**config.mk**
```make
export PLATFORM = sky130hd
export DESIGN_NAME = timed_event_queue_unit
export DESIGN_NICKNAME = d
export VERILOG_FILES = /design/src/teq_pkg.sv /design/src/timed_event_queue_unit.sv
export SDC_FILE = /design/constraint.sdc
export NUM_CORES = 2
export LEC_CHECK = 0
export BUFFER_PORTS_ARGS = -buffer_cell sky130_fd_sc_hd__buf_4
export CAP_MARGIN = 10
export CORE_MARGIN = 3
export CORE_UTILIZATION = 24
export CTS_CLUSTER_SIZE = 12
export DETAILED_ROUTE_END_ITERATION = 10
export GPL_ROUTABILITY_DRIVEN = 1
export MAX_ROUTING_LAYER = met4
export PLACE_DENSITY = 0.45
export SLEW_MARGIN = 20
export SYNTH_ARGS = -nofsm -noshare
export SYNTH_HDL_FRONTEND = slang
export SYNTH_SLANG_ARGS = --single-unit
```
**constraint.sdc**
```tcl
create_clock -name clk -period 6.1 [get_ports clk]
set_clock_uncertainty 0.15 [all_clocks]
set_input_delay 1.22 -clock clk [delete_from_list [all_inputs] [get_ports clk]]
set_output_delay 1.22 -clock clk [all_outputs]
set_load 0.02 [all_outputs]
```
**src/teq_pkg.sv**
```systemverilog
// Types and codes shared by the timed event queue.
package teq_pkg;

	localparam int TIME_W = 32;
	localparam int IN_ID_W = 16;

	typedef enum logic [2:0] {
		CMD_ADD      = 3'd0,
		CMD_LIST_ADD = 3'd1,
		CMD_REMOVE   = 3'd2,
		CMD_ADVANCE  = 3'd3,
		CMD_DUMP_AT  = 3'd4,
		CMD_DUMP_ALL = 3'd5
	} teq_cmd_t;

	typedef enum logic [1:0] {
		KIND_ACK   = 2'd0,
		KIND_EVENT = 2'd1,
		KIND_FULL  = 2'd2
	} teq_kind_t;

	typedef enum logic [2:0] {
		ST_IDLE,
		ST_INS_RD,
		ST_INS_EV,
		ST_SCAN_RD,
		ST_SCAN_EV,
		ST_FINISH
	} teq_state_t;

	typedef struct packed {
		logic [2:0]         cmd;
		logic [TIME_W-1:0]  event_time;
		logic [IN_ID_W-1:0] event_id;
		logic [TIME_W-1:0]  time_value;
		logic               last_of_list;
	} teq_in_t;

	typedef struct packed {
		logic [1:0]         kind;
		logic [TIME_W-1:0]  out_time;
		logic [IN_ID_W-1:0] out_id;
		logic               last;
	} teq_out_t;

endpackage

```
**src/timed_event_queue_unit.sv**
```systemverilog
// Timed event queue: sorted event table with current time, one sequencer over one memory.
//
//  channel | ports              | handshake
//  --------+--------------------+--------------------------------------------
//  command | start, busy, item  | item taken at an edge with start=1, busy=0
//  result  | res_stb, res       | one cycle per result, res.last on the final
//
// Each entry takes a memory read, then a compare and write back, on the
// single registered read port. Insert shifts entries up from the end until the
// item's slot is found; remove, advance and dump scan every entry; list add with
// purge runs both passes. The final result goes out in the finish state. Reset
// clears the count and the current time; the table needs no clearing.
// The receiver cannot stall; busy stays high until the final result has gone out.
module timed_event_queue_unit #(
	parameter int DEPTH = 16,
	parameter int ID_BITS = 16
) (
	input  logic             clk,
	input  logic             arst_n,
	input  logic             start,
	output logic             busy,
	input  teq_pkg::teq_in_t item,
	output logic             res_stb,
	output teq_pkg::teq_out_t res
);
	import teq_pkg::*;

	localparam int ID_W = (ID_BITS < IN_ID_W) ? ID_BITS : IN_ID_W;
	localparam int AW = (DEPTH > 1) ? $clog2(DEPTH) : 1;
	localparam int CW = $clog2(DEPTH + 1);

	logic [TIME_W-1:0] mem_time [DEPTH];
	logic [ID_W-1:0]   mem_id   [DEPTH];

	teq_state_t state_q, state_d;

	logic [2:0]        cmd_q;
	logic [TIME_W-1:0] et_q;
	logic [ID_W-1:0]   eid_q;
	logic              lastl_q;
	logic [TIME_W-1:0] lim_q;
	logic [TIME_W-1:0] now_q;
	logic [CW-1:0]     count_q;
	logic [CW-1:0]     idx_q;
	logic [CW-1:0]     r_q;
	logic [CW-1:0]     w_q;
	teq_out_t          pend_q;
	logic              pend_vld_q;
	logic [TIME_W-1:0] rd_time_q;
	logic [ID_W-1:0]   rd_id_q;

	logic              accept;
	logic [TIME_W:0]   adv_sum;
	logic [TIME_W-1:0] adv_end;
	logic              ins_ok;
	logic              full;
	logic              post_purge;
	logic [CW-1:0]     idx_m1;
	logic              ins_move;
	logic              compacts;
	logic              t_le;
	logic              t_eq;
	logic              scan_drop;
	logic              scan_emit;
	logic              scan_end;

	logic              mem_we;
	logic [AW-1:0]     mem_wa;
	logic [TIME_W-1:0] mem_wt;
	logic [ID_W-1:0]   mem_wid;
	logic [AW-1:0]     rd_addr;

	assign accept = start && (state_q == ST_IDLE);
	assign busy   = (state_q != ST_IDLE);

	assign adv_sum = {1'b0, now_q} + {1'b0, item.time_value};
	assign adv_end = adv_sum[TIME_W] ? '1 : adv_sum[TIME_W-1:0];

	assign ins_ok = ((item.cmd == CMD_ADD) && (item.event_time >= now_q)) ||
		((item.cmd == CMD_LIST_ADD) && (item.event_time > now_q));
	assign full = (count_q == CW'(DEPTH));
	assign post_purge = (cmd_q == CMD_LIST_ADD) && lastl_q;

	assign idx_m1   = idx_q - CW'(1);
	assign ins_move = (cmd_q == CMD_ADD) ? (rd_time_q > et_q) : (rd_time_q >= et_q);

	assign compacts = (cmd_q == CMD_REMOVE) || (cmd_q == CMD_ADVANCE) ||
		(cmd_q == CMD_LIST_ADD);
	assign t_le = (rd_time_q <= lim_q);
	assign t_eq = (rd_time_q == lim_q);
	assign scan_end = (r_q == count_q);

	always_comb begin
		unique case (cmd_q)
			CMD_REMOVE:                scan_drop = t_eq;
			CMD_ADVANCE, CMD_LIST_ADD: scan_drop = t_le;
			default:                   scan_drop = 1'b0;
		endcase
	end

	always_comb begin
		unique case (cmd_q)
			CMD_ADVANCE:  scan_emit = t_le && (rd_time_q > now_q);
			CMD_DUMP_AT:  scan_emit = t_eq;
			CMD_DUMP_ALL: scan_emit = 1'b1;
			default:      scan_emit = 1'b0;
		endcase
	end

	always_comb begin
		state_d = state_q;
		unique case (state_q)
			ST_IDLE: begin
				if (accept) begin
					unique case (item.cmd)
						CMD_ADD, CMD_LIST_ADD: begin
							if (ins_ok && !full) begin
								state_d = ST_INS_RD;
							end else if ((item.cmd == CMD_LIST_ADD) && item.last_of_list) begin
								state_d = ST_SCAN_RD;
							end else begin
								state_d = ST_FINISH;
							end
						end
						CMD_REMOVE, CMD_ADVANCE, CMD_DUMP_AT, CMD_DUMP_ALL: begin
							state_d = ST_SCAN_RD;
						end
						default: state_d = ST_FINISH;
					endcase
				end
			end
			ST_INS_RD: begin
				if (idx_q == '0) begin
					state_d = post_purge ? ST_SCAN_RD : ST_FINISH;
				end else begin
					state_d = ST_INS_EV;
				end
			end
			ST_INS_EV: begin
				if (ins_move) begin
					state_d = ST_INS_RD;
				end else begin
					state_d = post_purge ? ST_SCAN_RD : ST_FINISH;
				end
			end
			ST_SCAN_RD: state_d = scan_end ? ST_FINISH : ST_SCAN_EV;
			ST_SCAN_EV: state_d = ST_SCAN_RD;
			ST_FINISH:  state_d = ST_IDLE;
			default:    state_d = ST_IDLE;
		endcase
	end

	always_comb begin
		mem_we  = 1'b0;
		mem_wa  = idx_q[AW-1:0];
		mem_wt  = et_q;
		mem_wid = eid_q;
		rd_addr = r_q[AW-1:0];
		res_stb = 1'b0;
		res     = pend_q;
		unique case (state_q)
			ST_INS_RD: begin
				rd_addr = idx_m1[AW-1:0];
				mem_we  = (idx_q == '0);
			end
			ST_INS_EV: begin
				mem_we = 1'b1;
				if (ins_move) begin
					mem_wt  = rd_time_q;
					mem_wid = rd_id_q;
				end
			end
			ST_SCAN_EV: begin
				mem_we  = compacts && !scan_drop;
				mem_wa  = w_q[AW-1:0];
				mem_wt  = rd_time_q;
				mem_wid = rd_id_q;
				res_stb = scan_emit && pend_vld_q;
				res.last = 1'b0;
			end
			ST_FINISH: begin
				res_stb = 1'b1;
				if (pend_vld_q) begin
					res.last = 1'b1;
				end else begin
					res = '{kind: KIND_ACK, out_time: '0, out_id: '0, last: 1'b1};
				end
			end
			default: begin
			end
		endcase
	end

	always_ff @(posedge clk) begin
		if (mem_we) begin
			mem_time[mem_wa] <= mem_wt;
			mem_id[mem_wa]   <= mem_wid;
		end
		rd_time_q <= mem_time[rd_addr];
		rd_id_q   <= mem_id[rd_addr];
	end

	always_ff @(posedge clk) begin
		if (accept) begin
			cmd_q   <= item.cmd;
			et_q    <= item.event_time;
			eid_q   <= item.event_id[ID_W-1:0];
			lastl_q <= item.last_of_list;
			pend_q  <= '{kind: KIND_FULL, out_time: item.event_time,
				out_id: IN_ID_W'(item.event_id[ID_W-1:0]), last: 1'b0};
			if (item.cmd == CMD_ADVANCE) begin
				lim_q <= adv_end;
			end else if (item.cmd == CMD_LIST_ADD) begin
				lim_q <= now_q;
			end else begin
				lim_q <= item.time_value;
			end
		end else if ((state_q == ST_SCAN_EV) && scan_emit) begin
			pend_q <= '{kind: KIND_EVENT, out_time: rd_time_q,
				out_id: IN_ID_W'(rd_id_q), last: 1'b0};
		end
	end

	always_ff @(posedge clk or negedge arst_n) begin
		if (!arst_n) begin
			state_q    <= ST_IDLE;
			now_q      <= '0;
			count_q    <= '0;
			idx_q      <= '0;
			r_q        <= '0;
			w_q        <= '0;
			pend_vld_q <= 1'b0;
		end else begin
			state_q <= state_d;
			unique case (state_q)
				ST_IDLE: begin
					if (accept) begin
						idx_q      <= count_q;
						r_q        <= '0;
						w_q        <= '0;
						pend_vld_q <= ins_ok && full;
					end
				end
				ST_INS_RD: begin
					if (idx_q == '0) begin
						count_q <= count_q + CW'(1);
					end
				end
				ST_INS_EV: begin
					if (ins_move) begin
						idx_q <= idx_m1;
					end else begin
						count_q <= count_q + CW'(1);
					end
				end
				ST_SCAN_RD: begin
					if (scan_end && compacts) begin
						count_q <= w_q;
					end
				end
				ST_SCAN_EV: begin
					r_q <= r_q + CW'(1);
					if (compacts && !scan_drop) begin
						w_q <= w_q + CW'(1);
					end
					if (scan_emit) begin
						pend_vld_q <= 1'b1;
					end
				end
				ST_FINISH: begin
					if (cmd_q == CMD_ADVANCE) begin
						now_q <= lim_q;
					end
				end
				default: begin
				end
			endcase
		end
	end

endmodule
```
Word-level counts from Yosys, hierarchy flattened

Memory sizes are Yosys's and may differ from the RTL's. A register that Yosys moved wholly into a read port is not among the register bits.
Cells that the tools add are included.

Add/subtract/negate cells: 5
Multiply operators: 0
Div/mod/pow operators: 0
$lt $le $gt $ge: 6
Equality and inequality tests: 25
Shift operators: 0
Multiplexer cells: 44
Bitwise logic cells: 0
Reduce and logical (&&, ||, !) cells: 35

Operators by type and width:

| operator                                      | count |
|---|---|
| 2-to-1 mux 32 bit                             | 4 |
| 2-to-1 mux 50 bit                             | 2 |
| 2-to-1 mux 49 bit                             | 2 |
| > comparator 32 bit                           | 3 |
| greater-or-equal comparator 32 bit            | 2 |
| one-hot mux 32 bit (2 select lines)           | 1 |
| 2-to-1 mux 5 bit                              | 7 |
| adder 32 x 32 -> 33 bit                       | 1 |
| == test 32 bit                                | 1 |
| less-or-equal comparator 32 bit               | 1 |
| one-hot mux 16 bit (2 select lines)           | 1 |
| one-hot mux 5 bit (2 select lines)            | 3 |
| == test 3 x 2 -> 1 bit, second input constant | 6 |
| == test 3 bit, second input constant          | 6 |
| 2-to-1 mux 3 bit                              | 6 |
| 2-to-1 mux 16 bit                             | 1 |
| adder 5 x 1 -> 5 bit, second input constant   | 3 |
| one-hot mux 3 bit (5 select lines)            | 1 |
| one-hot mux 5 bit (3 select lines)            | 1 |
| logical AND 1 bit                             | 12 |
| != test 2 bit, second input constant          | 6 |
| == test 3 x 1 -> 1 bit, second input constant | 3 |
| logical NOT 3 bit                             | 3 |
| AND reduction 3 bit                           | 3 |
| 18 further kinds                              | 36 |

Register bits: 190
Bits in latches: 0
Memory bits (writable): 768
Bits in read-only memories: 0
Input bits: 87
Output and inout port bits: 53
Logic and storage cells: 132
Memories: 2

Memory list:

| name     | words | bits a word | rd ports | clocked after memory_dff | wr ports | RTL line                     | RTL |
|---|---|---|---|---|---|---|---|
| mem_time | 16    | 32          | 1        | 1                        | 1        | timed_event_queue_unit.sv:32 | `logic [TIME_W-1:0] mem_time [DEPTH];` |
| mem_id   | 16    | 16          | 1        | 1                        | 1        | timed_event_queue_unit.sv:33 | `logic [ID_W-1:0] mem_id [DEPTH];` |

Depth between registers and ports, before layout

Depth in word-level cells: 8
Gate-level depth with buffers: 13
Gate-level depth less buffers: 12

Worst setup path before layout

OpenSTA, ideal clock, no wires.

Path type: reg2reg
Start: register lim_q[13]
End: memory mem_id[1][0] (netlist bit), enable pin
Setup time: 0.454 ns
Data arrival time: 4.070 ns
Required time: 5.496 ns
Slack: 1.426 ns
Cell stages (with the launch flop): 10
Path buffers: 0
Path through: edfxtp_1 -> inv_1 -> ha_1 -> nand4_1 -> or3_1 -> o221a_2 -> o211ai_1 -> a21oi_1 -> o21bai_1 -> nor2_1

Cells in the longest elaborated chain, start to end: 7
Elaborated cells between the ends (all ways): 8
Those cells by class: order compare (1); eq/ne (1); mux (4); reduce/logical (2)

Ends and longest elaborated chain:

| item                                                              | RTL line                                                   | RTL |
|---|---|---|
| start, declared                                                   | timed_event_queue_unit.sv:41                               | `logic [TIME_W-1:0] lim_q;` |
| start signal, assigned                                            | timed_event_queue_unit.sv:212                              | `lim_q <= adv_end;` |
| start signal, assigned                                            | timed_event_queue_unit.sv:214                              | `lim_q <= now_q;` |
| start signal, assigned                                            | timed_event_queue_unit.sv:216                              | `lim_q <= item.time_value;` |
| less-or-equal comparator 32 bit or == test 32 bit (tied branches) | timed_event_queue_unit.sv:89, timed_event_queue_unit.sv:90 |  |
| one-hot mux 1 bit (2 select lines) *                              | timed_event_queue_unit.sv:94                               | `unique case (cmd_q)` |
| logical NOT 1 bit *                                               | timed_event_queue_unit.sv:174                              | `mem_we = compacts && !scan_drop;` |
| logical AND 1 bit *                                               | timed_event_queue_unit.sv:174                              |  |
| one-hot mux 1 bit (3 select lines) *                              | timed_event_queue_unit.sv:161                              | `unique case (state_q)` |
| 2-to-1 mux 1 bit *                                                | timed_event_queue_unit.sv:195                              | `if (mem_we) begin` |
| 2-to-1 mux 1 bit (implied by the code) *                          | timed_event_queue_unit.sv:197                              | `mem_id[mem_wa] <= mem_wid;` |
| end, declared                                                     | timed_event_queue_unit.sv:33                               |  |

Every way passes the cells marked *; elsewhere a longest branch is shown, timed or not.

Final worst setup path

Start: register rd_time_q[0] (read register of mem_time)
End: output res_stb

Cells in the longest elaborated chain, start to end: 5
Elaborated cells between the ends (all ways): 7
Those cells by class: order compare (2); eq/ne (1); mux (2); reduce/logical (2)

Ends and longest elaborated chain:

| item                                                                   | RTL line                                                    | RTL |
|---|---|---|
| start, declared                                                        | timed_event_queue_unit.sv:49                                | `logic [TIME_W-1:0] rd_time_q;` |
| less-or-equal comparator 32 bit or > comparator 32 bit (tied branches) | timed_event_queue_unit.sv:89, timed_event_queue_unit.sv:103 |  |
| logical AND 1 bit                                                      | timed_event_queue_unit.sv:103                               | `CMD_ADVANCE: scan_emit = t_le && (rd_time_q > now_q);` |
| one-hot mux 1 bit (3 select lines) *                                   | timed_event_queue_unit.sv:102                               | `unique case (cmd_q)` |
| logical AND 1 bit *                                                    | timed_event_queue_unit.sv:178                               | `res_stb = scan_emit && pend_vld_q;` |
| one-hot mux 1 bit (2 select lines) *                                   | timed_event_queue_unit.sv:161                               |  |
| end, declared                                                          | timed_event_queue_unit.sv:23                                | `output logic res_stb,` |

Marked as above.

==> results.rst <==
.. list-table::
   :header-rows: 1

   * - Metric
     - Value
   * - Run status
     - completed
   * - Share of flip-flops with an asynchronous set or reset after synthesis
     - 5.567%
   * - Number of vias per cell after detailed routing
     - 4.518
   * - End of the worst register-to-register path
     - mem_time[13][2]$_DFFE_PP_
   * - Most used flip-flop cell after synthesis
     - edfxtp_1
   * - Number of sinks handled by clock tree synthesis
     - a little over 1k
   * - FF-to-FF path depth
     - 11
   * - Global route total overflow
     - 0
   * - Synth area leaders
     - edfxtp_1 (62%), mux4_2 (9.8%), ha_1 (4.8%), dfrtp_1 (3.2%), dfxtp_1 (2.3%)
   * - Required time reported for the critical path endpoint
     - ~4.7 ns
   * - CTS tree
     - built
   * - Number of placement rows
     - approximately 160
   * - Max clock buf depth
     - 3
   * - Number of instances in the placed design
     - between 5k and 6k
   * - Routed length on met2
     - approximately 58000 um
   * - Final hold violations
     - 0
   * - Ordered cell list for the critical path
     - inv_1, ha_1, nand4_1, or4_1, nor3_1, nor2_1, nor4b_1, a31oi_1, buf_4, o21ai_0, buf_4
   * - Most frequent cell after synthesis
     - edfxtp_1
   * - Share of cells above drive strength 1
     - between 20% and 30%
   * - Slew at the pin closest to its max-slew limit
     - 1.075 ns
   * - Maximum number of pins on one net before global-route repair
     - 64
   * - Area of the core
     - 181300 um2
   * - Flip-flop and latch count after synthesis
     - 1006
   * - Initial antenna violation count
     - 6
   * - Top cell types by occurrence after synthesis
     - edfxtp_1 (900), nand2_1 (251), mux4_2 (192)
   * - Headroom to the max-slew limit
     - around 28%
   * - Maximum capacitance violations
     - 0
   * - Data arrival, critical path
     - just over 4 ns
   * - EDFF count, synth
     - 900
   * - Worst min-delay path class
     - input port to async pin
   * - Buffers inserted during post-CTS setup optimization
     - 0
   * - Number of nets with antenna violations after detailed routing
     - 0
   * - Die height
     - 433.8 um
   * - Global-route wire length before repair
     - roughly 180000 um
   * - Max Slew Vio Count
     - 0
   * - Resize count post-CTS
     - 0
   * - Delay of the slowest cell on the worst path
     - about 0.63 ns
   * - Wire per inst
     - ~23 um
   * - Unrepaired setup endpoints after global routing
     - no
   * - Final design utilization
     - 28.77%
   * - Clock slew seen by the registers of the worst setup and hold paths
     - 0.06 ns
   * - Ratio of final minimum period to clock period
     - 89.83%
   * - Met1 WL
     - 58560 um
   * - Synth cell types
     - 72
   * - Yosys top cell by area
     - edfxtp_1
   * - Clock latency reported for the late side of the worst-skew pair
     - 0.74 ns
   * - HPWL Detailed
     - just under 80000 um
   * - Count of unresolved DRC violations after routing
     - 0
   * - Depth of the critical timing path with buffers and inverters included
     - 11
   * - Effective utilization at floorplan
     - about a quarter
   * - Cell area after layout
     - roughly 52000 um2
   * - CP Max Fanout
     - 5
   * - Area enclosed by the die boundary
     - 188200 um2
   * - Root buf cell
     - clkbuf_16
   * - Endpoint class of the critical path
     - output port
   * - Cell Area, Placed
     - 48290 um2
   * - Via count of the first global-routing pass
     - approximately 25k
   * - Number of buffers created by CTS
     - approximately 110
   * - Slowest cell on the critical path
     - or4_1
   * - Worst supply voltage drop on vdd
     - roughly 0.27 mV
   * - Share of synthesized area occupied by flip-flops and latches
     - between 60% and 70%
   * - Width of the die
     - around 430 um
   * - Pwr dens
     - between 500 and 600 nW/um2
   * - Post-synthesis instance area
     - around 44000 um2
   * - CTS H-tree lvls
     - 3
   * - Startpoint of the lowest-slack register-to-register path
     - rd_time_q[1]$_DFF_P_
   * - Classification of the worst setup path
     - flip-flop to output port
   * - Reg2reg setup slack
     - 1.39 ns
   * - Leakage power
     - about 18 nW
   * - Total wire length after detailed routing
     - ~120000 um
   * - Port Buffers
     - ~140
   * - Via Count
     - 24.60k
   * - Synth Net Count
     - about 3.0k
   * - Pre-antenna DRT Iters
     - 5
   * - Achievable Freq
     - ~180 MHz
   * - Area share of the largest cell type after synthesis
     - 61.52%
   * - Number of warnings issued by yosys
     - 0
   * - Min Clock Period, post-route
     - 5.480 ns
   * - Count of hold-fix buffers inserted at cts
     - 0
   * - Initial drt markers
     - 1817
   * - Synthesized area divided by synthesized cell count
     - approximately 16 um2
   * - CP bufs+invs
     - 3
   * - Final GP Congestion
     - 0.8098
   * - Post-synthesis to final-layout area growth
     - 18.77%
   * - Top delay family on crit path
     - simple AND/OR/NAND/NOR gates
   * - GRT Resource Usage Total
     - a little over an eighth
   * - Startpoint Class
     - flip-flop
   * - Met3 Routed Length
     - between 4000 and 5000 um
   * - Hold slack
     - about 0.14 ns
   * - Number of ports placed on the die boundary
     - 140
   * - Uppermost layer routed
     - met4
   * - Post-route non-filler standard cell count
     - 5444
   * - Total Negative Setup Slacks
     - 0 ns
   * - Number of failing setup endpoints in the final timing report
     - 0
   * - Critical Path Most Common Cell
     - buf_4
   * - Instance count of the mapped netlist
     - around 2.8k
   * - Nets
     - between 3k and 4k
[metal layers]
| layer | track usage, % | up-vias |
|---|---|---|
| met2 | 21.12 | 501 |
| li1 | - | 11220 |
| met3 | 2.013 | 152 |
| met1 | 18.37 | 12730 |
| met5 | - | - |
| met4 | 3.026 | 0 |
[sequential cells by signal (all words and copies together) (netlist names), 5 cells and up]
register,count
count_q,5
eid_q,16
et_q,32
idx_q,5
lim_q,32
mem_id,256
mem_time,512
now_q,32
pend_q,50
r_q,5
rd_id_q,16
rd_time_q,32
w_q,5
[placed cells by master (no fill, tap or decap), types with 5 or more instances in the layout]
| cell | netlist | layout |
|---|---|---|
| a211oi_1 | 60 | 60 |
| a21o_1 | 57 | 57 |
| a21oi_1 | 123 | 119 |
| a31oi_1 | 13 | 13 |
| buf_12 | 0 | 16 |
| buf_4 | 10 | 188 |
| bufinv_16 | 0 | 11 |
| clkbuf_1 | 70 | 26 |
| clkbuf_16 | 0 | 115 |
| clkbuf_8 | 0 | 19 |
| clkinv_1 | 2 | 14 |
| clkinv_2 | 0 | 20 |
| clkinvlp_4 | 0 | 5 |
| dfrtp_1 | 56 | 56 |
| dfxtp_1 | 50 | 50 |
| edfxtp_1 | 900 | 900 |
| ha_1 | 167 | 167 |
| inv_1 | 120 | 120 |
| mux2_2 | 49 | 49 |
| mux2i_1 | 56 | 56 |
| mux4_2 | 192 | 192 |
| nand2_1 | 251 | 248 |
| nand2b_1 | 16 | 16 |
| nand3_1 | 32 | 32 |
| nand3b_1 | 6 | 6 |
| nand4_1 | 29 | 29 |
| nor2_1 | 70 | 52 |
| nor2_4 | 0 | 18 |
| nor2b_1 | 106 | 106 |
| nor3_1 | 25 | 25 |
| nor3b_1 | 5 | 5 |
| o211ai_1 | 19 | 19 |
| o21a_1 | 13 | 13 |
| o21ai_0 | 86 | 85 |
| o21ai_1 | 21 | 21 |
| o22ai_1 | 24 | 24 |
| or3_1 | 7 | 7 |
| xnor2_1 | 18 | 18 |
| xor2_1 | 16 | 16 |
[power by group]
group	internal [W]	leakage, nW	total [W]	switching, W
Combinational	0.00384	7.14	0.00927	0.00543
Clock	0.00416	1.89	0.00703	0.00286
Sequential	0.00918	9.28	0.00985	0.000664
[kinds of logic (layout without fill, tap and decap cells)]
logic type | Yosys count | in the layout | synth area share (%)
xor gates and xnor gates | 34 | 34 | 0.6779
adders and majority gates | 168 | 168 | 4.802
AOI/OAI and AO/OA | 453 | 453 | 6.594
buffers and inverters | 244 | 541 | 2.290
muxes | 297 | 297 | 12.38
DFF | 1006 | 1006 | 66.99
and+or+nand+nor | 572 | 572 | 6.269
other | 0 | 3 | 0
[layout make-up]
cell class,count,area [um2]
Sequential cell,1006,29430
Clock inverter,55,638.1
Inverter,122,462.9
Timing Repair Buffer,204,1732
Clock buffer,160,3237
Antenna cell,3,7.507
Multi-Input combinational cell,1524,13700
Fill cell,18010,129200
Tap cell,2370,2965
[stage by stage]
stage                     worst slack (ns)  power [W]
after detailed placement             1.257    0.01945
after global routing                0.3698    0.02772
after global placement               1.274    0.01946
final                               0.6201    0.02614
after CTS                           0.5071    0.02660
after floorplan                      1.426    0.01614
[worst max path at each step]
stage	start	endpoint	slack [ns]
floorplan	lim_q[13]$_DFFE_PP_	mem_id[1][0]$_DFFE_PP_	1.43
finish	rd_time_q[0]$_DFF_P_	res_stb	0.62
global placement	rd_time_q[0]$_DFF_P_	res_stb	1.27
CTS	rd_time_q[0]$_DFF_P_	res_stb	0.51
global route	rd_time_q[0]$_DFF_P_	res_stb	0.37
detailed placement	item[1]	lim_q[0]$_DFFE_PP_	1.26
[worst reg2reg max path, cell delays in order (launching register included)]
cell and delay [ns]:
dfxtp_1 0.51, ha_1 0.31, nor2b_1 0.13, o21a_1 0.16
o21a_1 0.16, o21ai_0 0.17, a21oi_1 0.09, o221ai_1 0.43
a21oi_1 0.26, a21oi_4 0.69, buf_4 0.77, mux2_2 0.59
(Power assumes the default switching activity.)
